==> src/design/pcis_pkg.sv <==
// Shared types, constants and helpers for the pulse-count image sensor sequencer.
// Depends on nothing; every module of the block imports it.
package pcis_pkg;

  // Image geometry and converter width
  localparam int ROWS        = 32;
  localparam int COLS        = 32;
  localparam int SAMPLE_BITS = 12;

  localparam int ROW_W = (ROWS > 1) ? $clog2(ROWS) : 1;
  localparam int COL_W = (COLS > 1) ? $clog2(COLS) : 1;
  localparam int IDX_W = 10;
  localparam int SMP_W = 12;
  localparam int CNT_W = 8;
  localparam int STEP_W = 5;

  localparam logic [SMP_W-1:0] SAMPLE_MASK =
    (SAMPLE_BITS >= SMP_W) ? {SMP_W{1'b1}} : SMP_W'((1 << SAMPLE_BITS) - 1);

  // Sensor register map
  localparam logic [2:0] SR_COLSEL = 3'd0;
  localparam logic [2:0] SR_ROWSEL = 3'd1;
  localparam logic [2:0] SR_VSW    = 3'd2;
  localparam logic [2:0] SR_HSW    = 3'd3;
  localparam logic [2:0] SR_VREF   = 3'd4;
  localparam logic [2:0] SR_CONFIG = 3'd5;
  localparam logic [2:0] SR_NBIAS  = 3'd6;
  localparam logic [2:0] SR_AOBIAS = 3'd7;

  localparam logic [7:0] CTRL_ON  = 8'd16;
  localparam logic [7:0] CTRL_AMP = 8'd8;

  // Last step of the configure sequence, and the jump over the reference write
  localparam logic [STEP_W-1:0] CFG_STEP_LAST     = STEP_W'(23);
  localparam logic [STEP_W-1:0] CFG_STEP_PRE_VREF = STEP_W'(15);
  localparam logic [STEP_W-1:0] CFG_STEP_CONFIG   = STEP_W'(20);

  // Configuration register indexes
  typedef enum logic [1:0] {
    CFG_COLUMN_BIAS   = 2'd0,
    CFG_BUFFER_BIAS   = 2'd1,
    CFG_AMP_GAIN      = 2'd2,
    CFG_AMP_REFERENCE = 2'd3
  } cfg_idx_t;

  // Input commands
  typedef enum logic [1:0] {
    CMD_CONFIGURE = 2'd0,
    CMD_WRITE     = 2'd1,
    CMD_START     = 2'd2,
    CMD_SAMPLE    = 2'd3
  } cmd_t;

  // Result kinds
  typedef enum logic [1:0] {
    KIND_PULSE  = 2'd0,
    KIND_PIXEL  = 2'd1,
    KIND_REJECT = 2'd2
  } kind_t;

  // Sensor control lines
  typedef enum logic [2:0] {
    LINE_PRES = 3'd0,
    LINE_PINC = 3'd1,
    LINE_VRES = 3'd2,
    LINE_VINC = 3'd3,
    LINE_AMP  = 3'd4
  } line_t;

  // Work classes handed from front to back
  typedef enum logic [2:0] {
    JOB_CONFIG,
    JOB_WRITE,
    JOB_START,
    JOB_PIXEL,
    JOB_REJECT
  } job_kind_t;

  typedef struct packed {
    job_kind_t        kind;
    logic [2:0]       addr;
    logic [7:0]       value;
    logic [IDX_W-1:0] idx;
    logic [SMP_W-1:0] sample;
    logic             row_end;
    logic             img_end;
  } job_t;

  // Register file contents seen by the back end
  typedef struct packed {
    logic [7:0] column_bias;
    logic [7:0] buffer_bias;
    logic [2:0] amp_gain;
    logic [7:0] amp_reference;
  } cfg_regs_t;

  typedef struct packed {
    line_t            line;
    logic [CNT_W-1:0] count;
  } group_t;

  // One pulse group of a register write: pointer reset, pointer inc,
  // value reset, value inc
  function automatic group_t write_group(input logic [1:0] sub,
                                         input logic [2:0] addr,
                                         input logic [7:0] value);
    group_t g;
    case (sub)
      2'd0: begin
        g.line  = LINE_PRES;
        g.count = CNT_W'(1);
      end
      2'd1: begin
        g.line  = LINE_PINC;
        g.count = CNT_W'(addr);
      end
      2'd2: begin
        g.line  = LINE_VRES;
        g.count = CNT_W'(1);
      end
      default: begin
        g.line  = LINE_VINC;
        g.count = value;
      end
    endcase
    return g;
  endfunction

endpackage

==> src/design/pcis_front.sv <==
// Front end: accepts commands, tracks the scan position and classifies
// each item into a job for the back end. Depends on pcis_pkg.
module pcis_front
  import pcis_pkg::*;
(
  input  logic             clk,
  input  logic             rst_n,
  input  logic             in_valid,
  output logic             in_ready,
  input  logic [1:0]       in_command,
  input  logic [2:0]       in_reg_address,
  input  logic [7:0]       in_reg_value,
  input  logic [SMP_W-1:0] in_sample,
  input  logic             q_full,
  output logic             q_push,
  output job_t             q_job
);

  logic             scanning_r, scanning_nxt;
  logic [ROW_W-1:0] row_count_r, row_count_nxt;
  logic [COL_W-1:0] col_count_r, col_count_nxt;
  logic             row_end, img_end;
  logic [IDX_W-1:0] idx;

  assign in_ready = !q_full;
  assign q_push   = in_valid && in_ready;

  // Position of the current pixel
  assign row_end = (col_count_r == COL_W'(COLS - 1));
  assign img_end = row_end && (row_count_r == ROW_W'(ROWS - 1));
  assign idx     = IDX_W'(32'(row_count_r) * COLS + 32'(col_count_r));

  // Classify the item
  always_comb begin
    q_job         = '0;
    q_job.kind    = JOB_REJECT;
    q_job.addr    = in_reg_address;
    q_job.value   = in_reg_value;
    q_job.idx     = idx;
    q_job.sample  = in_sample & SAMPLE_MASK;
    q_job.row_end = row_end;
    q_job.img_end = img_end;
    case (cmd_t'(in_command))
      CMD_CONFIGURE: q_job.kind = scanning_r ? JOB_REJECT : JOB_CONFIG;
      CMD_WRITE:     q_job.kind = scanning_r ? JOB_REJECT : JOB_WRITE;
      CMD_START:     q_job.kind = JOB_START;
      CMD_SAMPLE:    q_job.kind = scanning_r ? JOB_PIXEL : JOB_REJECT;
      default:       q_job.kind = JOB_REJECT;
    endcase
  end

  // Advance the scan position on each transfer
  always_comb begin
    scanning_nxt  = scanning_r;
    row_count_nxt = row_count_r;
    col_count_nxt = col_count_r;
    if (q_push) begin
      if (q_job.kind == JOB_START) begin
        scanning_nxt  = 1'b1;
        row_count_nxt = '0;
        col_count_nxt = '0;
      end else if (q_job.kind == JOB_PIXEL) begin
        if (img_end) begin
          scanning_nxt  = 1'b0;
          row_count_nxt = '0;
          col_count_nxt = '0;
        end else if (row_end) begin
          row_count_nxt = row_count_r + ROW_W'(1);
          col_count_nxt = '0;
        end else begin
          col_count_nxt = col_count_r + COL_W'(1);
        end
      end
    end
  end

  always_ff @(posedge clk) begin
    if (!rst_n) begin
      scanning_r  <= 1'b0;
      row_count_r <= '0;
      col_count_r <= '0;
    end else begin
      scanning_r  <= scanning_nxt;
      row_count_r <= row_count_nxt;
      col_count_r <= col_count_nxt;
    end
  end

endmodule

==> src/design/pcis_queue.sv <==
// Two-entry job queue between front and back ends.
// Depends on pcis_pkg for the job type.
module pcis_queue
  import pcis_pkg::*;
(
  input  logic clk,
  input  logic rst_n,
  input  logic push,
  input  job_t push_job,
  input  logic pop,
  output logic full,
  output logic head_valid,
  output job_t head_job
);

  job_t       entry_r [2];
  logic       wr_ptr_r, wr_ptr_nxt;
  logic       rd_ptr_r, rd_ptr_nxt;
  logic [1:0] fill_r, fill_nxt;

  assign full       = (fill_r == 2'd2);
  assign head_valid = (fill_r != 2'd0);
  assign head_job   = entry_r[rd_ptr_r];

  // Move pointers and fill level
  always_comb begin
    wr_ptr_nxt = push ? !wr_ptr_r : wr_ptr_r;
    rd_ptr_nxt = pop ? !rd_ptr_r : rd_ptr_r;
    fill_nxt   = fill_r + 2'(push) - 2'(pop);
  end

  always_ff @(posedge clk) begin
    if (!rst_n) begin
      wr_ptr_r <= 1'b0;
      rd_ptr_r <= 1'b0;
      fill_r   <= 2'd0;
    end else begin
      wr_ptr_r <= wr_ptr_nxt;
      rd_ptr_r <= rd_ptr_nxt;
      fill_r   <= fill_nxt;
    end
  end

  // Store the pushed job
  always_ff @(posedge clk) begin
    if (push) begin
      entry_r[wr_ptr_r] <= push_job;
    end
  end

endmodule

==> src/design/pcis_back.sv <==
// Back end: steps through the pulse groups of the head job, one step per cycle
// unless out_ready stalls, into a registered output stage. Depends on pcis_pkg.
module pcis_back
  import pcis_pkg::*;
(
  input  logic             clk,
  input  logic             rst_n,
  input  logic             head_valid,
  input  job_t             head_job,
  input  cfg_regs_t        cfg,
  output logic             pop,
  output logic             out_valid,
  input  logic             out_ready,
  output logic [1:0]       out_kind,
  output logic [2:0]       out_line,
  output logic [CNT_W-1:0] out_count,
  output logic [IDX_W-1:0] out_pixel_index,
  output logic [SMP_W-1:0] out_pixel_value,
  output logic             out_image_done,
  output logic             out_last
);

  logic [STEP_W-1:0] step_r, step_nxt, step_adv;
  logic              out_valid_r, out_valid_nxt;
  kind_t             kind_r, kind_nxt;
  line_t             line_r, line_nxt;
  logic [CNT_W-1:0]  count_r, count_nxt;
  logic [IDX_W-1:0]  idx_r, idx_nxt;
  logic [SMP_W-1:0]  value_r, value_nxt;
  logic              done_r, done_nxt;
  logic              last_r, last_nxt;

  logic              go, emit, fin;
  logic [2:0]        cw_addr;
  logic [7:0]        cw_value;
  logic [7:0]        ctrl_word;
  group_t            grp;

  assign go  = head_valid && (!out_valid_r || out_ready);
  assign pop = go && fin;

  assign ctrl_word = (cfg.amp_gain != 3'd0) ?
                     (CTRL_ON | CTRL_AMP | 8'(cfg.amp_gain)) : CTRL_ON;

  // Pick the register write of the configure sequence
  always_comb begin
    case (step_r[4:2])
      3'd0: begin
        cw_addr  = SR_NBIAS;
        cw_value = cfg.column_bias;
      end
      3'd1: begin
        cw_addr  = SR_AOBIAS;
        cw_value = cfg.buffer_bias;
      end
      3'd2: begin
        cw_addr  = SR_VSW;
        cw_value = 8'd0;
      end
      3'd3: begin
        cw_addr  = SR_HSW;
        cw_value = 8'd0;
      end
      3'd4: begin
        cw_addr  = SR_VREF;
        cw_value = cfg.amp_reference;
      end
      default: begin
        cw_addr  = SR_CONFIG;
        cw_value = ctrl_word;
      end
    endcase
  end

  // Decode the current step of the head job
  always_comb begin
    grp       = '0;
    emit      = 1'b0;
    fin       = 1'b0;
    last_nxt  = 1'b0;
    kind_nxt  = KIND_PULSE;
    idx_nxt   = '0;
    value_nxt = '0;
    done_nxt  = 1'b0;
    step_adv  = step_r + STEP_W'(1);
    case (head_job.kind)
      JOB_CONFIG: begin
        grp      = write_group(step_r[1:0], cw_addr, cw_value);
        emit     = (grp.count != '0);
        fin      = (step_r == CFG_STEP_LAST);
        last_nxt = fin;
        if (step_r == CFG_STEP_PRE_VREF && cfg.amp_gain == 3'd0) begin
          step_adv = CFG_STEP_CONFIG;
        end
      end
      JOB_WRITE: begin
        grp      = write_group(step_r[1:0], head_job.addr, head_job.value);
        emit     = (grp.count != '0);
        fin      = (step_r == STEP_W'(3));
        last_nxt = fin || (step_r == STEP_W'(2) && head_job.value == 8'd0);
      end
      JOB_START: begin
        grp.count = CNT_W'(1);
        case (step_r)
          STEP_W'(0): grp.line = LINE_PRES;
          STEP_W'(1): grp.line = LINE_PINC;
          STEP_W'(2): grp.line = LINE_VRES;
          STEP_W'(3): grp.line = LINE_PRES;
          STEP_W'(4): grp.line = LINE_VRES;
          default:    grp.line = LINE_AMP;
        endcase
        emit     = 1'b1;
        fin      = (step_r == STEP_W'(5));
        last_nxt = fin;
      end
      JOB_PIXEL: begin
        emit = 1'b1;
        if (step_r == STEP_W'(0)) begin
          kind_nxt  = KIND_PIXEL;
          idx_nxt   = head_job.idx;
          value_nxt = head_job.sample;
          done_nxt  = head_job.img_end;
        end else begin
          grp.count = CNT_W'(1);
          case (step_r)
            STEP_W'(1): grp.line = LINE_VINC;
            STEP_W'(2): grp.line = LINE_PRES;
            STEP_W'(3): grp.line = LINE_PINC;
            STEP_W'(4): grp.line = LINE_VINC;
            STEP_W'(5): grp.line = LINE_PRES;
            STEP_W'(6): grp.line = LINE_VRES;
            default:    grp.line = LINE_AMP;
          endcase
        end
        // Skip the row step inside a row
        if (step_r == STEP_W'(1) && !head_job.row_end) begin
          step_adv = STEP_W'(7);
        end
        fin      = (step_r == STEP_W'(7)) ||
                   (step_r == STEP_W'(4) && head_job.img_end);
        last_nxt = fin;
      end
      default: begin
        kind_nxt = KIND_REJECT;
        emit     = 1'b1;
        fin      = 1'b1;
        last_nxt = 1'b1;
      end
    endcase
    line_nxt  = (kind_nxt == KIND_PULSE) ? grp.line : LINE_PRES;
    count_nxt = (kind_nxt == KIND_PULSE) ? grp.count : '0;
  end

  // Advance the step counter, restart on each new job
  always_comb begin
    step_nxt = step_r;
    if (go) begin
      step_nxt = fin ? '0 : step_adv;
    end
    out_valid_nxt = out_valid_r;
    if (go && emit) begin
      out_valid_nxt = 1'b1;
    end else if (out_ready) begin
      out_valid_nxt = 1'b0;
    end
  end

  always_ff @(posedge clk) begin
    if (!rst_n) begin
      step_r      <= '0;
      out_valid_r <= 1'b0;
    end else begin
      step_r      <= step_nxt;
      out_valid_r <= out_valid_nxt;
    end
  end

  // Hold the output payload until its transfer
  always_ff @(posedge clk) begin
    if (go && emit) begin
      kind_r  <= kind_nxt;
      line_r  <= line_nxt;
      count_r <= count_nxt;
      idx_r   <= idx_nxt;
      value_r <= value_nxt;
      done_r  <= done_nxt;
      last_r  <= last_nxt;
    end
  end

  assign out_valid       = out_valid_r;
  assign out_kind        = kind_r;
  assign out_line        = line_r;
  assign out_count       = count_r;
  assign out_pixel_index = idx_r;
  assign out_pixel_value = value_r;
  assign out_image_done  = done_r;
  assign out_last        = last_r;

endmodule

==> src/design/pulse_count_image_sensor_sequencer_core.sv <==
// Pulse-count image sensor sequencer: front end, job queue and back end.
// The input transfer is registered in the queue and the first result in the back
// end's output stage; the back end emits one step per cycle unless out_ready holds
// it back, and finishes one item before it takes the next from the queue.
// A new item is taken while the queue has room. Synchronous active-low reset
// clears the scan state, queue, output stage and the configuration registers.
module pulse_count_image_sensor_sequencer_core
  import pcis_pkg::*;
(
  input  logic             clk,
  input  logic             rst_n,
  input  logic             cfg_valid,
  output logic             cfg_ready,
  input  logic [1:0]       cfg_index,
  input  logic [7:0]       cfg_data,
  input  logic             in_valid,
  output logic             in_ready,
  input  logic [1:0]       in_command,
  input  logic [2:0]       in_reg_address,
  input  logic [7:0]       in_reg_value,
  input  logic [SMP_W-1:0] in_sample,
  output logic             out_valid,
  input  logic             out_ready,
  output logic [1:0]       out_kind,
  output logic [2:0]       out_line,
  output logic [CNT_W-1:0] out_count,
  output logic [IDX_W-1:0] out_pixel_index,
  output logic [SMP_W-1:0] out_pixel_value,
  output logic             out_image_done,
  output logic             out_last
);

  cfg_regs_t cfg_r, cfg_nxt;
  logic      q_full, q_push, q_pop, q_head_valid;
  job_t      q_job, q_head_job;

  assign cfg_ready = 1'b1;

  // Write configuration registers
  always_comb begin
    cfg_nxt = cfg_r;
    if (cfg_valid && cfg_ready) begin
      case (cfg_idx_t'(cfg_index))
        CFG_COLUMN_BIAS:   cfg_nxt.column_bias   = cfg_data;
        CFG_BUFFER_BIAS:   cfg_nxt.buffer_bias   = cfg_data;
        CFG_AMP_GAIN:      cfg_nxt.amp_gain      = cfg_data[2:0];
        CFG_AMP_REFERENCE: cfg_nxt.amp_reference = cfg_data;
        default:           cfg_nxt = cfg_r;
      endcase
    end
  end

  always_ff @(posedge clk) begin
    if (!rst_n) begin
      cfg_r <= '0;
    end else begin
      cfg_r <= cfg_nxt;
    end
  end

  pcis_front u_front (
    .clk            (clk),
    .rst_n          (rst_n),
    .in_valid       (in_valid),
    .in_ready       (in_ready),
    .in_command     (in_command),
    .in_reg_address (in_reg_address),
    .in_reg_value   (in_reg_value),
    .in_sample      (in_sample),
    .q_full         (q_full),
    .q_push         (q_push),
    .q_job          (q_job)
  );

  pcis_queue u_queue (
    .clk        (clk),
    .rst_n      (rst_n),
    .push       (q_push),
    .push_job   (q_job),
    .pop        (q_pop),
    .full       (q_full),
    .head_valid (q_head_valid),
    .head_job   (q_head_job)
  );

  pcis_back u_back (
    .clk             (clk),
    .rst_n           (rst_n),
    .head_valid      (q_head_valid),
    .head_job        (q_head_job),
    .cfg             (cfg_r),
    .pop             (q_pop),
    .out_valid       (out_valid),
    .out_ready       (out_ready),
    .out_kind        (out_kind),
    .out_line        (out_line),
    .out_count       (out_count),
    .out_pixel_index (out_pixel_index),
    .out_pixel_value (out_pixel_value),
    .out_image_done  (out_image_done),
    .out_last        (out_last)
  );

endmodule
==> config.mk <==
export PLATFORM = sky130hd
export DESIGN_NAME = pulse_count_image_sensor_sequencer_core
export DESIGN_NICKNAME = d
export VERILOG_FILES = /design/src/design/pcis_pkg.sv /design/src/design/pcis_front.sv /design/src/design/pcis_queue.sv /design/src/design/pcis_back.sv /design/src/design/pulse_count_image_sensor_sequencer_core.sv
export SDC_FILE = /design/constraint.sdc
export NUM_CORES = 1
export LEC_CHECK = 0
export BUFFER_PORTS_ARGS = -buffer_cell sky130_fd_sc_hd__buf_4
export CAP_MARGIN = 15
export CORE_MARGIN = 3
export CORE_UTILIZATION = 23
export CTS_CLUSTER_DIAMETER = 50
export DETAILED_ROUTE_END_ITERATION = 8
export PLACE_DENSITY_LB_ADDON = 0.12
export SLEW_MARGIN = 20
export SYNTH_ARGS = -nofsm -noshare
export SYNTH_HDL_FRONTEND = slang
export SYNTH_SLANG_ARGS = --single-unit
==> constraint.sdc <==
create_clock -name clk -period 3.32 [get_ports clk]
set_clock_uncertainty 0.05 [all_clocks]
set_input_delay 0.664 -clock clk [delete_from_list [all_inputs] [get_ports clk]]
set_output_delay 0.664 -clock clk [all_outputs]
set_load 0.1 [all_outputs]
; ---- Word-level counts from Yosys, hierarchy flattened
; Memories as Yosys holds them, arrays and structs flattened. A register that Yosys moved wholly into a read port is not among the register bits.
; Index checks and enable logic that the tools add are counted.
[totals]
romBits = 0
elab_cells = 144
ramBits = 76
output_inout_bits = 40
reg_bits = 85
inputBits = 40
latchBits = 0
memories = 1
[memory_table]
columns = memory, depth, width, rd, rd_clocked_by_memory_dff, write_ports, line
row1 = u_queue.entry_r, 2, 38, 1, 1, 1, pcis_queue.sv:16  ; job_t entry_r [2];
[op_classes]
mul = 0
n_lt_le_gt_ge = 0
add_sub_neg = 6
eq_ne = 29
n_mux = 41
shift = 0
n_reduce_logical = 48
n_bitwise = 0
n_div = 0
[ops]
columns = op, n
row1 = $pmux 10 s3, 2
row2 = $mux 5, 11
row3 = $pmux 11 s4, 1
row4 = $mux 11, 3
row5 = $pmux 8 s4, 1
row6 = $pmux 3 s4, 2
row7 = $eq 5x3->1 const B, 4
row8 = $eq 3x2->1 const B, 6
row9 = $reduce_bool 8->1, 2
row10 = $add 5x1->5 const B, 3
row11 = $eq 5x5->1 const B, 3
row12 = $pmux 3 s5, 1
row13 = $eq 2x2->1 const B, 6
row14 = $reduce_and 2->1, 6
row15 = $add 10x5->10, 1
row16 = $eq 5x2->1 const B, 2
row17 = $mux 1, 10
row18 = $pmux 5 s2, 1
row19 = $reduce_or 2->1, 5
row20 = $logic_and 1x1->1, 9
row21 = $logic_not 3->1, 3
row22 = $mux 3, 3
row23 = $pmux 3 s3, 1
row24 = $logic_not 2->1, 4
row25 = other kinds (19), 34

; ---- Longest topological paths before layout
; Gate-level depths: netlist of the first run.
[depth]
ltp_word = 9
ltp_mapped = 13
ltp_nobuf = 12

; ---- Cells and area by module
; From an unflattened synthesis of the first run, not the netlist that was laid out.
[hier_totals]
hier_cells = 593
hier_area_um2 = 7439.6
[modules_own_cells]
columns = module, cells_each, area_per_inst_um2, n_inst, seq_area_each_um2
row1 = pcis_queue, 139, 3051.7, 1, 2382.3
row2 = pcis_back, 257, 2537.4, 1, 1231.2
row3 = pulse_count_image_sensor_sequencer_core, 101, 1018.5, 1, 540.5
row4 = pcis_front, 96, 832.0, 1, 220.2

; ---- Worst setup path after synthesis of the first run
; OpenSTA, ideal clock, no wires.
[synth_path]
path_kind = register to register
startpoint = reg u_queue.fill_r[0]
endpoint = mem u_queue.entry_r[0][0] (netlist bit), enable pin
arrival_time_ns = 3.307
setup_ns = 0.438
path_buffers = 1
path_stages_with_launch = 5
setup_slack_ns = -0.475
period_less_slack_ns = 3.795
required_ns = 2.832
path_cell_list = dfxtp_1 > nand2b_1 > and2_1 > clkbuf_1 > nor2b_1
[synth_between]
elab_chain_len = 5
[synth_rtl]
columns = item, line
row1 = start: declaration, pcis_queue.sv:19  ; logic [1:0] fill_r, fill_nxt;
row2 = start signal: assignment, pcis_queue.sv:40  ; fill_r <= fill_nxt;
row3 = $eq 2x2->1, pcis_queue.sv:21  ; assign full = (fill_r == 2'd2);
row4 = $logic_not 1->1, pcis_front.sv:25  ; assign in_ready = !q_full;
row5 = net in_ready, pulse_count_image_sensor_sequencer_core.sv:17  ; output logic in_ready,
row6 = $logic_and 1x1->1, pcis_front.sv:26  ; assign q_push = in_valid && in_ready;
row7 = net q_push, pulse_count_image_sensor_sequencer_core.sv:34  ; logic q_full, q_push, q_pop, q_head_valid;
row8 = $mux 1, pcis_queue.sv:46  ; if (push) begin
row9 = $mux 1 (not written as such), pcis_queue.sv:47  ; entry_r[wr_ptr_r] <= push_job;
row10 = end: declaration, pcis_queue.sv:16
; The timed path passes the listed nets, and every way through them passes these cells.

; ---- Worst setup path after layout of the first run
[layout_path]
startpoint = reg u_back.step_r[4]
endpoint = reg u_back.idx_r[9] (netlist: u_back.out_pixel_index[9]), enable pin
[layout_between]
elab_chain_len = 8
word_cells_on_any_way = 13
cone_classes = eq/ne (4) / mux (5) / reduce/logical (4)
[layout_rtl]
columns = item, line
row1 = start: declaration, pcis_back.sv:23  ; logic [STEP_W-1:0] step_r, step_nxt, step_adv;
row2 = start signal: assignment, pcis_back.sv:173  ; step_r <= step_nxt;
row3 = $eq 3x2->1, pcis_back.sv:47  ; case (step_r[4:2])
row4 = $reduce_or 2->1 (no source line), -
row5 = $pmux 8 s4, pcis_back.sv:47
row6 = $pmux 10 s3 (*), pcis_pkg.sv:108  ; case (sub)
row7 = $mux 11 (*), pcis_back.sv:86  ; case (head_job.kind)
row8 = $reduce_bool 8->1 (*), pcis_back.sv:89  ; emit = (grp.count != '0);
row9 = $pmux 1 s2 (*), pcis_back.sv:86
row10 = $logic_and 1x1->1 (*), pcis_back.sv:180  ; if (go && emit) begin
row11 = end signal: assignment, pcis_back.sv:184  ; idx_r <= idx_nxt;
row12 = end: declaration, pcis_back.sv:28  ; logic [IDX_W-1:0] idx_r, idx_nxt;
; Every way passes the cells marked *; elsewhere a longest branch is shown, timed or not. The select of a mux whose other input is x is not followed.
; A chain may end at the register's enable or synchronous reset.

==> report_table.html, run 1 <==
<table>
<tr><th>Metric</th><th>Value</th></tr>
<tr><th colspan="2">Outcome</th></tr>
<tr><td>Outcome</td><td>finished, final reports clean</td></tr>
<tr><th colspan="2">Setup path</th></tr>
<tr><td>Worst flop-to-flop path endpoint</td><td>u_back.out_pixel_index[9]$_SDFFCE_PN0P_</td></tr>
<tr><td>Kind of capture point of the worst setup path</td><td>flip-flop</td></tr>
<tr><td>R2r worst-path depth</td><td>6</td></tr>
<tr><td>Worst Setup Path Type</td><td>flip-flop to flip-flop</td></tr>
<tr><td>Worst path required time</td><td>3430 ps</td></tr>
<tr><td>Max FO, Critical Path</td><td>35</td></tr>
<tr><td>Arr. time, crit path</td><td>3140 ps</td></tr>
<tr><td>Reg2Reg Launch Point</td><td>u_back.step_r[4]$_SDFFE_PN0P_</td></tr>
<tr><td>CP Launch Type</td><td>flip-flop</td></tr>
<tr><td>Flop-to-flop setup slack</td><td>300 ps</td></tr>
<tr><th colspan="2">Placed design</th></tr>
<tr><td>Placed Instances</td><td>1008</td></tr>
<tr><td>Placer Congestion</td><td>0.837</td></tr>
<tr><td>Total of buffers placed on input and output ports</td><td>78</td></tr>
<tr><td>HPWL after detailed placement</td><td>roughly 12000 µm</td></tr>
<tr><th colspan="2">Layout</th></tr>
<tr><td>Final Non-Filler Cells</td><td>1040</td></tr>
<tr><td>Antenna Diode Count</td><td>0</td></tr>
<tr><td>Proportion of layout cells with a drive suffix above 1</td><td>22.7%</td></tr>
<tr><td>Total area of multi-input combinational cells</td><td>around 0.0024 mm²</td></tr>
<tr><td>FF+latch area</td><td>around 0.0044 mm²</td></tr>
<tr><td>Layout area overhead</td><td>24.1%</td></tr>
<tr><td>Number of nets in the layout</td><td>694</td></tr>
<tr><td>Filler Cell Count</td><td>3023</td></tr>
<tr><th colspan="2">Floorplan</th></tr>
<tr><td>Number of placement rows</td><td>62</td></tr>
<tr><td>Core Region</td><td>0.0292 mm²</td></tr>
<tr><td>DIE AREA</td><td>about 0.032 mm²</td></tr>
<tr><td>Starting utilization of the core area</td><td>roughly a quarter</td></tr>
<tr><td>I/O pins</td><td>80</td></tr>
<tr><td>Die outline height</td><td>180 µm</td></tr>
<tr><td>Die Width</td><td>180 µm</td></tr>
<tr><th colspan="2">Pwr</th></tr>
<tr><td>Part of the power in the clock network</td><td>24.8%</td></tr>
<tr><td>Net load switching power</td><td>0.00357 W</td></tr>
<tr><td>Logic pwr share</td><td>39.7%</td></tr>
<tr><td>Power density over the cells</td><td>just over 900 mW/mm²</td></tr>
<tr><td>Worst IR Drop VDD</td><td>0.000374 V</td></tr>
<tr><td>Leakage</td><td>3.15 nW</td></tr>
<tr><td>Switching part of the total power</td><td>44.6%</td></tr>
<tr><td>Reg power frac</td><td>a little over a third</td></tr>
<tr><td>Internal Pwr Total</td><td>~0.0044 W</td></tr>
<tr><th colspan="2">CTS</th></tr>
<tr><td>Clock slew seen by the registers of the worst setup and hold paths</td><td>80 ps</td></tr>
<tr><td>H-tree level count</td><td>4</td></tr>
<tr><td>Number of setup buffers added after CTS</td><td>0</td></tr>
<tr><td>Clock latency reported for the late side of the worst-skew pair</td><td>440 ps</td></tr>
<tr><td>Number of resized instances in the post-cts repair step</td><td>0</td></tr>
<tr><td>Clock buffers created by TritonCTS</td><td>17</td></tr>
<tr><td>Clk sink count</td><td>162</td></tr>
<tr><td>CTS tree</td><td>done</td></tr>
<tr><td>Maximum buffer depth of the clock tree</td><td>2</td></tr>
<tr><td>Clock root buffer</td><td>sky130_fd_sc_hd__clkbuf_16</td></tr>
<tr><td>Hold_buf cts</td><td>0</td></tr>
<tr><th colspan="2">Route</th></tr>
<tr><td>Wirelength per Cell</td><td>16.5 µm</td></tr>
<tr><td>Via density per instance</td><td>4.35</td></tr>
<tr><td>Post-route antenna net violation count</td><td>0</td></tr>
<tr><td>Via count</td><td>4526</td></tr>
<tr><td>Detailed-route wire length</td><td>roughly 17000 µm</td></tr>
<tr><td>Detailed Routing Iterations Pass 1</td><td>4</td></tr>
<tr><td>DRC viols</td><td>0</td></tr>
<tr><td>Number of violations reported at the end of detailed-routing iteration 0</td><td>248</td></tr>
<tr><th colspan="2">Worst hold path</th></tr>
<tr><td>Worst Hold Endpoint</td><td>u_queue.entry_r[0][3]$_DFFE_PP_</td></tr>
<tr><td>Count of cells along the worst hold path</td><td>1</td></tr>
<tr><td>Worst min-delay path category</td><td>input port to flip-flop</td></tr>
<tr><td>Source of the worst hold timing path</td><td>in_sample[1]</td></tr>
<tr><th colspan="2">Yosys</th></tr>
<tr><td>Number of distinct library cell variants in the gate-level netlist after synthesis</td><td>65</td></tr>
<tr><td>Sequential element share of the synthesized area</td><td>63.0%</td></tr>
<tr><td>Cells taking the most area after synthesis</td><td>sky130_fd_sc_hd__edfxtp_1, sky130_fd_sc_hd__dfxtp_1, sky130_fd_sc_hd__mux2i_1</td></tr>
<tr><td>Total number of yosys warnings</td><td>0</td></tr>
<tr><td>Async SR Flop Fraction</td><td>0%</td></tr>
<tr><td>Number of flops mapped to enable cells by yosys</td><td>113</td></tr>
<tr><td>Mapped Cells</td><td>559</td></tr>
<tr><td>Synthesis-stage register bit count</td><td>162</td></tr>
<tr><td>Mapped Area</td><td>0.00695 mm²</td></tr>
<tr><td>Average size of a mapped cell</td><td>12.4 µm²</td></tr>
<tr><td>Syn Nets</td><td>610</td></tr>
<tr><td>Main synth FF type</td><td>sky130_fd_sc_hd__edfxtp_1</td></tr>
<tr><td>Dominant cell by count in the synthesized netlist</td><td>sky130_fd_sc_hd__edfxtp_1</td></tr>
<tr><td>Leading cell types by count after synthesis</td><td>sky130_fd_sc_hd__edfxtp_1, sky130_fd_sc_hd__nor2_1, sky130_fd_sc_hd__mux2i_1, sky130_fd_sc_hd__dfxtp_1, sky130_fd_sc_hd__a21oi_1</td></tr>
<tr><td>Yosys top cell area share</td><td>48.9%</td></tr>
<tr><td>Biggest area consumer among synthesized cells</td><td>sky130_fd_sc_hd__edfxtp_1</td></tr>
<tr><th colspan="2">Timing</th></tr>
<tr><td>Slew @ Worst Pin</td><td>840 ps</td></tr>
<tr><td>Final hold violations</td><td>0</td></tr>
<tr><td>Minimum clock period after layout</td><td>~3000 ps</td></tr>
<tr><td>Final TNS setup</td><td>0 ps</td></tr>
<tr><td>Count of pins over their slew limit</td><td>0</td></tr>
<tr><td>Final Setup Violations</td><td>0</td></tr>
<tr><td>Max-Slew Margin vs Limit</td><td>43.4%</td></tr>
<tr><td>Max frequency</td><td>331 MHz</td></tr>
<tr><td>Unrepaired setup endpoints after global routing</td><td>no</td></tr>
<tr><td>Post-route clock period utilization</td><td>91.1%</td></tr>
<tr><th colspan="2">Flow run</th></tr>
<tr><td>Maximum Capacitance Violations</td><td>0</td></tr>
<tr><th colspan="2">Global routing</th></tr>
<tr><td>Pin count of the biggest net entering global routing</td><td>39</td></tr>
<tr><td>Vias in the first global route</td><td>4868</td></tr>
<tr><td>Initial antenna violation count</td><td>0</td></tr>
<tr><td>Global-route wire length before repair</td><td>~27000 µm</td></tr>
<tr><td>Total overflow reported by the global router</td><td>0</td></tr>
<tr><td>GR Util All Layers</td><td>a little over a tenth</td></tr>
</table>
area by class of cell:
cell class / count / area share (%)
Clock buffer: 17 / 4.94
Clock inverter: 15 / 2.24
Inverter: 14 / 0.610
Multi-Input combinational cell: 355 / 27.6
Sequential cell: 162 / 50.8
Tap cell: 384 / 5.57
Timing Repair Buffer: 93 / 8.25
metal layers:
layer | wire, µm | up-vias | track usage (%)
met5 | 0 | - | 0
li1 | - | 2214 | -
met4 | 252 | 0 | 3.53
met1 | 8060 | 2199 | 14.3
met2 | 8120 | 95 | 17.7
met3 | 751 | 18 | 2.26
critical path: stages, from the launching register on:
cell	delay (ps)
sky130_fd_sc_hd__dfxtp_1	850
sky130_fd_sc_hd__nor3b_2	250
sky130_fd_sc_hd__a221oi_1	500
sky130_fd_sc_hd__a21oi_1	150
sky130_fd_sc_hd__o41ai_2	500
sky130_fd_sc_hd__inv_1	200
sky130_fd_sc_hd__buf_12	220
metrics by stage:
step / utilization (%) / power [W] / setup WS [ps] / hold WS [ps] / cell area, µm²
detailed placement: 27.4 / 0.00612 / 390 / 422 / 8000
global route: 29.5 / 0.00839 / 144 / 334 / 8620
floorplan: - / 0.00529 / 235 / 402 / 6950
CTS: 29.5 / 0.00813 / 391 / 338 / 8620
global placement: 27.4 / 0.00611 / 479 / 411 / 8000
finish: 29.5 / 0.00801 / 296 / 355 / 8620
power by group through the flow:
| stage | Sequential [W] | Combinational [W] | Clock (W) |
|---|---|---|---|
| 2_1_floorplan | 0.00429 | 0.00100 | 0 |
| 3_3_place_gp | 0.00289 | 0.00322 | 0 |
| 3_5_place_dp | 0.00289 | 0.00323 | 0 |
| 4_1_cts | 0.00285 | 0.00323 | 0.00204 |
| 5_1_grt | 0.00289 | 0.00338 | 0.00212 |
| 6_report | 0.00284 | 0.00318 | 0.00198 |
cells in the final DEF, fill, tap and decap left out, drive strengths merged, types with 3 or more instances in the layout:
| master | n |
|---|---|
| edfxtp | 113 |
| buf | 93 |
| nor2 | 89 |
| mux2i | 65 |
| dfxtp | 49 |
| a21oi | 29 |
| nand2 | 22 |
| o21ai | 21 |
| inv | 19 |
| clkbuf | 17 |
| ha | 11 |
| nand3 | 10 |
| clkinv | 10 |
| nor3 | 8 |
| nor2b | 7 |
| nor3b | 7 |
| nand2b | 6 |
| and2 | 6 |
| xor2 | 6 |
| mux2 | 5 |
| a31oi | 5 |
| and3 | 5 |
| nand4 | 5 |
| xnor2 | 4 |
| a211oi | 4 |
| o22ai | 4 |
| nor4 | 3 |
registers in the layout, indices dropped and copies added, names as in the netlist, 2 cells and up, named ones only:
signal                  flops
u_queue.entry_r            76
cfg_r                      27
u_back.out_pixel_value     12
u_back.out_pixel_index     10
u_back.out_count            8
u_back.step_r               5
u_front.col_count_r         5
u_front.row_count_r         5
u_back.out_line             3
u_back.out_kind             2
u_queue.fill_r              2
worst max-delay path by stage:
| stage | slack, ps | start | to |
|---|---|---|---|
| 3_3_place_gp | 480 | u_back.step_r[4]$_SDFFE_PN0P_ | u_queue.fill_r[1]$_SDFF_PN0_ |
| 5_1_grt | 140 | u_back.step_r[4]$_SDFFE_PN0P_ | u_back.out_pixel_index[9]$_SDFFCE_PN0P_ |
| 3_5_place_dp | 390 | u_back.step_r[4]$_SDFFE_PN0P_ | u_back.out_pixel_value[6]$_SDFFCE_PN0P_ |
| 2_1_floorplan | 240 | u_queue.fill_r[0]$_SDFF_PN0_ | u_queue.entry_r[0][0]$_DFFE_PP_ |
| 6_report | 300 | u_back.step_r[4]$_SDFFE_PN0P_ | u_back.out_pixel_index[9]$_SDFFCE_PN0P_ |
| 4_1_cts | 390 | u_back.step_r[4]$_SDFFE_PN0P_ | u_back.out_pixel_index[9]$_SDFFCE_PN0P_ |
logic make-up (layout without fill, tap and decap cells):
| group | after synthesis | in the layout | synth area share, % |
|---|---|---|---|
| fa+ha+maj | 11 | 11 | 1.98 |
| flops | 162 | 162 | 63.0 |
| mux | 70 | 70 | 10.2 |
| simple gates | 177 | 177 | 12.5 |
| xor+xnor | 10 | 10 | 1.26 |
| buf+inv | 42 | 139 | 2.86 |
| compound gates | 86 | 86 | 8.18 |
| other cells | 1 | 1 | 0.0540 |
Power figures use the tool's default switching activity.
==> run 2: changes to the inputs <==
Settings changed: BUFFER_PORTS_ARGS -buffer_cell sky130_fd_sc_hd__buf_4 to unset, DONT_BUFFER_PORTS set to 1.
==> report_table.html, run 2 (synthesis gave the netlist of run 1 again) <==
<table>
<tr><th>Metric</th><th>Value</th></tr>
<tr><th colspan="2">Route</th></tr>
<tr><td>DRC viols</td><td>0 (unchanged)</td></tr>
<tr><td>Via count</td><td>4326 (-4.4%)</td></tr>
<tr><td>Detailed Routing Iterations Pass 1</td><td>4 (unchanged)</td></tr>
<tr><td>Wirelength per Cell</td><td>18.1 µm (+9.5%)</td></tr>
<tr><td>Number of violations reported at the end of detailed-routing iteration 0</td><td>299 (+21%)</td></tr>
<tr><td>Via density per instance</td><td>4.50 (+3.3%)</td></tr>
<tr><td>Detailed-route wire length</td><td>17400 µm (+1.3%)</td></tr>
<tr><td>Post-route antenna net violation count</td><td>0 (unchanged)</td></tr>
<tr><th colspan="2">Setup path</th></tr>
<tr><td>Worst path required time</td><td>3430 ps (about the same)</td></tr>
<tr><td>Reg2Reg Launch Point</td><td>u_back.step_r[1]$_SDFFE_PN0P_</td></tr>
<tr><td>Worst Setup Path Type</td><td>flip-flop to flip-flop</td></tr>
<tr><td>Flop-to-flop setup slack</td><td>290 ps (about the same)</td></tr>
<tr><td>Kind of capture point of the worst setup path</td><td>flip-flop</td></tr>
<tr><td>Slowest CP cell</td><td>sky130_fd_sc_hd__ha_1</td></tr>
<tr><td>Critical path, cell by cell</td><td>ha_1 -&gt; inv_1 -&gt; a31o_1 -&gt; o21ai_1 -&gt; nand3_1 -&gt; o41ai_2 -&gt; clkinv_1 -&gt; buf_4</td></tr>
<tr><td>Arr. time, crit path</td><td>3140 ps (about the same)</td></tr>
<tr><td>CP Launch Type</td><td>flip-flop</td></tr>
<tr><td>Worst flop-to-flop path endpoint</td><td>u_back.out_pixel_index[2]$_SDFFCE_PN0P_</td></tr>
<tr><td>R2r worst-path depth</td><td>8 (+2)</td></tr>
<tr><td>Max FO, Critical Path</td><td>21 (-40%)</td></tr>
<tr><td>Slowest stage delay, CP</td><td>560 ps (-290 ps)</td></tr>
<tr><th colspan="2">CTS</th></tr>
<tr><td>Clock slew seen by the registers of the worst setup and hold paths</td><td>70 ps (about the same)</td></tr>
<tr><td>Hold_buf cts</td><td>0 (unchanged)</td></tr>
<tr><td>Clock latency reported for the late side of the worst-skew pair</td><td>430 ps (about the same)</td></tr>
<tr><td>Number of setup buffers added after CTS</td><td>0 (unchanged)</td></tr>
<tr><td>Maximum buffer depth of the clock tree</td><td>2 (unchanged)</td></tr>
<tr><td>CTS tree</td><td>done</td></tr>
<tr><td>H-tree level count</td><td>4 (unchanged)</td></tr>
<tr><td>Clock buffers created by TritonCTS</td><td>17 (unchanged)</td></tr>
<tr><td>Clk sink count</td><td>162 (unchanged)</td></tr>
<tr><td>Number of resized instances in the post-cts repair step</td><td>0 (unchanged)</td></tr>
<tr><td>Clock root buffer</td><td>sky130_fd_sc_hd__clkbuf_16</td></tr>
<tr><th colspan="2">Worst hold path</th></tr>
<tr><td>Count of cells along the worst hold path</td><td>0 (-1)</td></tr>
<tr><td>Source of the worst hold timing path</td><td>in_sample[1]</td></tr>
<tr><td>Worst min-delay path category</td><td>input port to flip-flop</td></tr>
<tr><td>Worst Hold Endpoint</td><td>u_queue.entry_r[0][3]$_DFFE_PP_</td></tr>
<tr><th colspan="2">Timing</th></tr>
<tr><td>Minimum clock period after layout</td><td>3030 ps (+9.97 ps)</td></tr>
<tr><td>Final hold violations</td><td>0 (unchanged)</td></tr>
<tr><td>Slew @ Worst Pin</td><td>1020 ps (+182 ps)</td></tr>
<tr><td>Post-route clock period utilization</td><td>91.4% (+0.30 points)</td></tr>
<tr><td>Final Setup Violations</td><td>0 (unchanged)</td></tr>
<tr><td>Final TNS setup</td><td>0 ps (unchanged)</td></tr>
<tr><td>Unrepaired setup endpoints after global routing</td><td>no</td></tr>
<tr><td>Count of pins over their slew limit</td><td>0 (unchanged)</td></tr>
<tr><td>Worst Setup Slack, final</td><td>286 ps (-9.97 ps)</td></tr>
<tr><td>Max-Slew Margin vs Limit</td><td>32.0% (-11 points)</td></tr>
<tr><td>Max frequency</td><td>330 MHz (-0.33%)</td></tr>
<tr><th colspan="2">Placed design</th></tr>
<tr><td>Total of buffers placed on input and output ports</td><td>0 (-100%)</td></tr>
<tr><td>Placer Congestion</td><td>0.837 (about the same)</td></tr>
<tr><td>Placement-stage worst setup slack</td><td>278 ps (-112 ps)</td></tr>
<tr><td>HPWL after detailed placement</td><td>12300 µm (+1.5%)</td></tr>
<tr><th colspan="2">Outcome</th></tr>
<tr><td>Outcome</td><td>finished, final reports clean</td></tr>
<tr><th colspan="2">Layout</th></tr>
<tr><td>Antenna Diode Count</td><td>0 (unchanged)</td></tr>
<tr><td>Number of nets in the layout</td><td>616 (-11%)</td></tr>
<tr><td>Most common cell after layout, fill and taps aside</td><td>sky130_fd_sc_hd__edfxtp_1</td></tr>
<tr><td>Filler Cell Count</td><td>2961 (-2.1%)</td></tr>
<tr><td>Register with the highest flop count</td><td>u_queue.entry_r</td></tr>
<tr><td>Total area of multi-input combinational cells</td><td>0.00239 mm² (+0.21%)</td></tr>
<tr><td>Layout area overhead</td><td>15.1%</td></tr>
<tr><td>Proportion of layout cells with a drive suffix above 1</td><td>12.5% (-10 points)</td></tr>
<tr><td>Most used cells in the layout excluding fill and tap cells</td><td>sky130_fd_sc_hd__edfxtp_1, sky130_fd_sc_hd__nor2_1, sky130_fd_sc_hd__mux2i_1, sky130_fd_sc_hd__dfxtp_1, sky130_fd_sc_hd__a21oi_1</td></tr>
<tr><td>FF+latch area</td><td>0.00438 mm² (unchanged)</td></tr>
<tr><td>Max FFs per register</td><td>76 (unchanged)</td></tr>
<tr><th colspan="2">Pwr</th></tr>
<tr><td>Worst IR Drop VDD</td><td>0.000387 V (+3.6%)</td></tr>
<tr><td>Leakage</td><td>2.75 nW (-13%)</td></tr>
<tr><td>Power density over the cells</td><td>959 mW/mm² (+3.2%)</td></tr>
<tr><th colspan="2">Global routing</th></tr>
<tr><td>Pin count of the biggest net entering global routing</td><td>39 (unchanged)</td></tr>
<tr><td>GR Util All Layers</td><td>11.0% (+0.16 points)</td></tr>
<tr><td>Total overflow reported by the global router</td><td>0 (unchanged)</td></tr>
<tr><td>Vias in the first global route</td><td>4423 (-9.1%)</td></tr>
<tr><td>Initial antenna violation count</td><td>0 (unchanged)</td></tr>
<tr><td>Global-route wire length before repair</td><td>27300 µm (-0.88%)</td></tr>
<tr><th colspan="2">Floorplan</th></tr>
<tr><td>Number of placement rows</td><td>62 (unchanged)</td></tr>
<tr><td>Core Region</td><td>0.0292 mm² (unchanged)</td></tr>
<tr><td>DIE AREA</td><td>0.0323 mm² (unchanged)</td></tr>
<tr><td>Die outline height</td><td>180 µm (unchanged)</td></tr>
<tr><td>Die Width</td><td>180 µm (unchanged)</td></tr>
<tr><td>I/O pins</td><td>80 (unchanged)</td></tr>
<tr><td>Starting utilization of the core area</td><td>23.7% (unchanged)</td></tr>
<tr><th colspan="2">Flow run</th></tr>
<tr><td>Maximum Capacitance Violations</td><td>0 (unchanged)</td></tr>
</table>
## run 2: how the worst max path moves through the flow
stage,to,depth (start not counted),start
after floorplan,u_queue.entry_r[0][0]$_DFFE_PP_,4,u_queue.fill_r[0]$_SDFF_PN0_
after global placement,u_back.out_pixel_index[6]$_SDFFCE_PN0P_,7,u_back.step_r[4]$_SDFFE_PN0P_
after detailed placement,u_back.out_pixel_index[5]$_SDFFCE_PN0P_,8,u_back.step_r[1]$_SDFFE_PN0P_
after CTS,u_back.out_pixel_value[6]$_SDFFCE_PN0P_,8,u_back.step_r[1]$_SDFFE_PN0P_
after global routing,u_back.out_pixel_value[2]$_SDFFCE_PN0P_,8,u_back.step_r[1]$_SDFFE_PN0P_
final,u_back.out_pixel_index[2]$_SDFFCE_PN0P_,8,u_back.step_r[1]$_SDFFE_PN0P_
## run 2: metal layers
layer  share of wire [%]  track usage [%]  vias to the layer above
li1                    -                -                     2065
met1                  46             14.4                     2156
met2                  47             17.5                       93
met3                 5.4             3.38                       12
met4                 1.2             3.40                        0
met5                   0                0                        -
## run 2: area by class of cell
| class | count | share of cell area (%) |
|---|---|---|
| Inverter | 14 | 0.657 |
| Sequential cell | 162 | 54.7 |
| Multi-Input combinational cell | 355 | 29.8 |
| Timing Repair Buffer | 15 | 1.41 |
| Tap cell | 384 | 6.01 |
| Clock inverter | 15 | 2.05 |
| Clock buffer | 17 | 5.32 |
## run 2: power by group
part | internal (W) | total [W] | switching [W]
combinational | 0.000446 | 0.00143 | 0.000985
sequential | 0.00271 | 0.00429 | 0.00158
clock | 0.00101 | 0.00195 | 0.000935
total | 0.00416 | 0.00767 | 0.00350
## run 2: metrics by stage
stage,hold slack (ps),util [%],cells,cell area (µm²),total power (W)
after floorplan,402,-,559,6950,0.00529
after global placement,412,25.3,930,7410,0.00579
after detailed placement,424,25.3,930,7410,0.00581
after CTS,250,27.3,962,8000,0.00778
after global routing,237,27.3,962,8000,0.00802
final,275,27.3,962,8000,0.00767
## run 2: worst max-delay path, delay by kind of cell (launching register included)
family / cells / cell delay, ps
compound gates: 3 / 930
buf+inv: 3 / 690
fa+ha+maj: 1 / 560
flops: 1 / 390
simple gates: 1 / 120
==> run 3: changes to the inputs <==
Settings changed: SYNTH_HIERARCHICAL set to 1.
==> report_table.html, run 3 <==
<table>
<tr><th>Metric</th><th>Value</th></tr>
<tr><th colspan="2">Timing</th></tr>
<tr><td>Max-Slew Margin vs Limit</td><td>35.2% (+3.2 points)</td></tr>
<tr><td>Final Setup Violations</td><td>0 (unchanged)</td></tr>
<tr><td>Slew @ Worst Pin</td><td>974 ps (-48.3 ps)</td></tr>
<tr><td>Worst hold slack</td><td>272 ps (-3.83 ps)</td></tr>
<tr><td>Count of pins over their slew limit</td><td>0 (unchanged)</td></tr>
<tr><td>Max frequency</td><td>333 MHz (+0.89%)</td></tr>
<tr><td>Final hold violations</td><td>0 (unchanged)</td></tr>
<tr><td>Minimum clock period after layout</td><td>3010 ps (-26.8 ps)</td></tr>
<tr><td>Final TNS setup</td><td>0 ps (unchanged)</td></tr>
<tr><td>Post-route clock period utilization</td><td>90.6% (-0.81 points)</td></tr>
<tr><td>Unrepaired setup endpoints after global routing</td><td>no</td></tr>
<tr><th colspan="2">Placed design</th></tr>
<tr><td>HPWL after detailed placement</td><td>11800 µm (-4.2%)</td></tr>
<tr><td>Placer Congestion</td><td>0.757 (-9.6%)</td></tr>
<tr><td>Area after detailed placement</td><td>0.00776 mm² (+4.8%)</td></tr>
<tr><td>Total of buffers placed on input and output ports</td><td>0 (unchanged)</td></tr>
<tr><th colspan="2">CTS</th></tr>
<tr><td>CTS tree</td><td>done</td></tr>
<tr><td>Maximum buffer depth of the clock tree</td><td>2 (unchanged)</td></tr>
<tr><td>Clock buffers created by TritonCTS</td><td>17 (unchanged)</td></tr>
<tr><td>Hold_buf cts</td><td>0 (unchanged)</td></tr>
<tr><td>Clock slew seen by the registers of the worst setup and hold paths</td><td>70 ps (about the same)</td></tr>
<tr><td>Clk sink count</td><td>162 (unchanged)</td></tr>
<tr><td>Number of setup buffers added after CTS</td><td>0 (unchanged)</td></tr>
<tr><td>Number of resized instances in the post-cts repair step</td><td>0 (unchanged)</td></tr>
<tr><td>Clock latency reported for the late side of the worst-skew pair</td><td>430 ps (about the same)</td></tr>
<tr><td>Clock root buffer</td><td>sky130_fd_sc_hd__clkbuf_16</td></tr>
<tr><td>H-tree level count</td><td>4 (unchanged)</td></tr>
<tr><th colspan="2">Yosys</th></tr>
<tr><td>Yosys top cell area share</td><td>45.6% (-3.2 points)</td></tr>
<tr><td>Leading cell types by count after synthesis</td><td>sky130_fd_sc_hd__edfxtp_1, sky130_fd_sc_hd__nand2_1, sky130_fd_sc_hd__dfxtp_1, sky130_fd_sc_hd__and2_1</td></tr>
<tr><td>Total number of yosys warnings</td><td>6 (+6)</td></tr>
<tr><td>Biggest area consumer among synthesized cells</td><td>sky130_fd_sc_hd__edfxtp_1</td></tr>
<tr><td>Number of distinct library cell variants in the gate-level netlist after synthesis</td><td>66 (+1.5%)</td></tr>
<tr><td>Async SR Flop Fraction</td><td>0% (unchanged)</td></tr>
<tr><td>Syn Nets</td><td>644 (+5.6%)</td></tr>
<tr><td>Dominant cell by count in the synthesized netlist</td><td>sky130_fd_sc_hd__edfxtp_1</td></tr>
<tr><td>Mapped Area</td><td>0.00744 mm² (+7.1%)</td></tr>
<tr><td>Cells taking the most area after synthesis</td><td>sky130_fd_sc_hd__edfxtp_1, sky130_fd_sc_hd__dfxtp_1, sky130_fd_sc_hd__mux2_4</td></tr>
<tr><td>Sequential element share of the synthesized area</td><td>58.8% (-4.2 points)</td></tr>
<tr><td>Average size of a mapped cell</td><td>12.5 µm² (+0.97%)</td></tr>
<tr><td>Synthesis-stage register bit count</td><td>162 (unchanged)</td></tr>
<tr><td>Number of flops mapped to enable cells by yosys</td><td>113 (unchanged)</td></tr>
<tr><td>Mapped Cells</td><td>593 (+6.1%)</td></tr>
<tr><td>Main synth FF type</td><td>sky130_fd_sc_hd__edfxtp_1</td></tr>
<tr><th colspan="2">Layout</th></tr>
<tr><td>Proportion of layout cells with a drive suffix above 1</td><td>18.6% (+6.2 points)</td></tr>
<tr><td>Max FFs per register</td><td>76 (unchanged)</td></tr>
<tr><td>Total area of multi-input combinational cells</td><td>0.00265 mm² (+11%)</td></tr>
<tr><td>FF+latch area</td><td>0.00438 mm² (unchanged)</td></tr>
<tr><td>Register with the highest flop count</td><td>u_queue/entry_r</td></tr>
<tr><td>Filler Cell Count</td><td>3273 (+11%)</td></tr>
<tr><td>Final design area excluding fillers</td><td>0.00839 mm² (+4.9%)</td></tr>
<tr><td>Antenna Diode Count</td><td>0 (unchanged)</td></tr>
<tr><td>Most used cells in the layout excluding fill and tap cells</td><td>sky130_fd_sc_hd__edfxtp_1, sky130_fd_sc_hd__nand2_1, sky130_fd_sc_hd__dfxtp_1, sky130_fd_sc_hd__and2_1, sky130_fd_sc_hd__mux2i_1</td></tr>
<tr><td>Number of nets in the layout</td><td>623 (+1.1%)</td></tr>
<tr><td>Most common cell after layout, fill and taps aside</td><td>sky130_fd_sc_hd__edfxtp_1</td></tr>
<tr><td>Layout area overhead</td><td>12.7%</td></tr>
<tr><th colspan="2">Outcome</th></tr>
<tr><td>Outcome</td><td>finished, final reports clean</td></tr>
<tr><th colspan="2">Global routing</th></tr>
<tr><td>Global-route wire length before repair</td><td>26400 µm (-3.2%)</td></tr>
<tr><td>Initial antenna violation count</td><td>0 (unchanged)</td></tr>
<tr><td>Vias in the first global route</td><td>4457 (+0.77%)</td></tr>
<tr><td>GR Util All Layers</td><td>10.2% (-0.76 points)</td></tr>
<tr><td>Total overflow reported by the global router</td><td>0 (unchanged)</td></tr>
<tr><td>Pin count of the biggest net entering global routing</td><td>54 (+38%)</td></tr>
<tr><th colspan="2">Flow run</th></tr>
<tr><td>Maximum Capacitance Violations</td><td>0 (unchanged)</td></tr>
<tr><th colspan="2">Pwr</th></tr>
<tr><td>Worst IR Drop VDD</td><td>0.000362 V (-6.5%)</td></tr>
<tr><td>Power density over the cells</td><td>948 mW/mm² (-1.2%)</td></tr>
<tr><td>Leakage</td><td>2.98 nW (+8.5%)</td></tr>
<tr><th colspan="2">Floorplan</th></tr>
<tr><td>Number of placement rows</td><td>65 (+4.8%)</td></tr>
<tr><td>Die Width</td><td>186 µm (+3.4%)</td></tr>
<tr><td>Starting utilization of the core area</td><td>23.5% (-0.29 points)</td></tr>
<tr><td>I/O pins</td><td>80 (unchanged)</td></tr>
<tr><td>Core Region</td><td>0.0317 mm² (+8.5%)</td></tr>
<tr><td>Die outline height</td><td>186 µm (+3.4%)</td></tr>
<tr><td>DIE AREA</td><td>0.0345 mm² (+6.9%)</td></tr>
<tr><th colspan="2">Route</th></tr>
<tr><td>Detailed-route wire length</td><td>17100 µm (-1.8%)</td></tr>
<tr><td>Post-route antenna net violation count</td><td>0 (unchanged)</td></tr>
<tr><td>DRC viols</td><td>0 (unchanged)</td></tr>
<tr><td>Detailed Routing Iterations Pass 1</td><td>5 (+1)</td></tr>
<tr><td>Wirelength per Cell</td><td>17.3 µm (-4.3%)</td></tr>
<tr><td>Via density per instance</td><td>4.35 (-3.3%)</td></tr>
<tr><td>Via count</td><td>4291 (-0.81%)</td></tr>
<tr><td>Number of violations reported at the end of detailed-routing iteration 0</td><td>249 (-17%)</td></tr>
<tr><th colspan="2">Setup path</th></tr>
<tr><td>Max FO, Critical Path</td><td>11 (-48%)</td></tr>
<tr><td>Kind of capture point of the worst setup path</td><td>flip-flop</td></tr>
<tr><td>Arr. time, crit path</td><td>3320 ps (+180 ps)</td></tr>
<tr><td>CP Launch Type</td><td>flip-flop</td></tr>
<tr><td>Worst path required time</td><td>3640 ps (+210 ps)</td></tr>
<tr><td>Worst Setup Path Type</td><td>flip-flop to flip-flop</td></tr>
<tr><th colspan="2">Worst hold path</th></tr>
<tr><td>Worst min-delay path category</td><td>input port to flip-flop</td></tr>
</table>
==> run 3: cell families (layout without fill, tap and decap cells) <==
| logic type | Yosys count | in the layout | share of synthesized area, % |
|---|---|---|---|
| AO/OA/AOI/OAI | 80 | 80 | 8.22 |
| XOR/XNOR | 9 | 9 | 1.24 |
| adder cells (fa/ha/maj) | 11 | 11 | 1.85 |
| buffers and inverters | 73 | 65 | 5.89 |
| flip-flops | 162 | 162 | 58.8 |
| multiplexers | 69 | 69 | 10.9 |
| other | 1 | 1 | 0.0504 |
| AND/OR/NAND/NOR | 188 | 188 | 13.0 |
==> run 3: where the power goes <==
group / internal [W] / switching (W) / leakage (nW) / total, W
Combinational: 0.000610 / 0.000954 / 1.21 / 0.00156
Clock: 0.00121 / 0.000873 / 0.295 / 0.00208
Sequential: 0.00269 / 0.00161 / 1.48 / 0.00430
==> run 3: layer usage <==
| metal | wire [µm] | part of all wire, % | global-route usage [%] | up-vias |
|---|---|---|---|---|
| li1 | - | - | - | 2064 |
| met1 | 8090 | 47 | 13.7 | 2118 |
| met2 | 7410 | 43 | 14.8 | 97 |
| met3 | 1350 | 7.9 | 4.20 | 12 |
| met4 | 238 | 1.4 | 3.52 | 0 |
| met5 | 0 | 0 | 0 | - |
==> run 3: critical path, cell delays in order, from the launching register on <==
cell and delay (ps):
sky130_fd_sc_hd__dfxtp_2 570, sky130_fd_sc_hd__mux2_4 370, sky130_fd_sc_hd__nand3b_1 210, sky130_fd_sc_hd__a2111oi_4 460, sky130_fd_sc_hd__a311oi_4 90, sky130_fd_sc_hd__nor2_1 240
sky130_fd_sc_hd__ha_1 280, sky130_fd_sc_hd__inv_1 60, sky130_fd_sc_hd__ha_1 130, sky130_fd_sc_hd__xnor3_1 370, sky130_fd_sc_hd__nor2b_1 110
==> run 3: area by class of cell <==
type | count | area share [%]
Sequential cell | 162 | 52.2
Clock inverter | 14 | 2.30
Clock buffer | 18 | 5.12
Inverter | 17 | 0.761
Timing Repair Buffer | 16 | 2.03
Multi-Input combinational cell | 358 | 31.6
Tap cell | 402 | 6.00
==> run 3: metrics by stage <==
step                      setup slack [ps]  power (W)  utilization (%)  instances
after global routing                   121    0.00833             26.4        987
after detailed placement               338    0.00595             24.5        955
after floorplan                        182    0.00548                -        593
after CTS                              302    0.00809             26.4        987
after global placement                 456    0.00594             24.5        955
final                                  313    0.00795             26.4        987
==> run 3: path summary, 6_finish.rpt <==
kind	to	slack [ps]	startpoint	cells past startpoint
worst max register to register	u_queue/fill_r[1]$_SDFF_PN0_	310	flip-flop	10
worst max-delay path	u_queue/fill_r[1]$_SDFF_PN0_	310	flip-flop	10
worst min register to register	cfg_r[15]$_SDFFE_PN0P_	410	cfg_r[15]$_SDFFE_PN0P_	2
worst min-delay path	u_queue/entry_r[0][24]$_DFFE_PP_	270	in_reg_value[0]	0
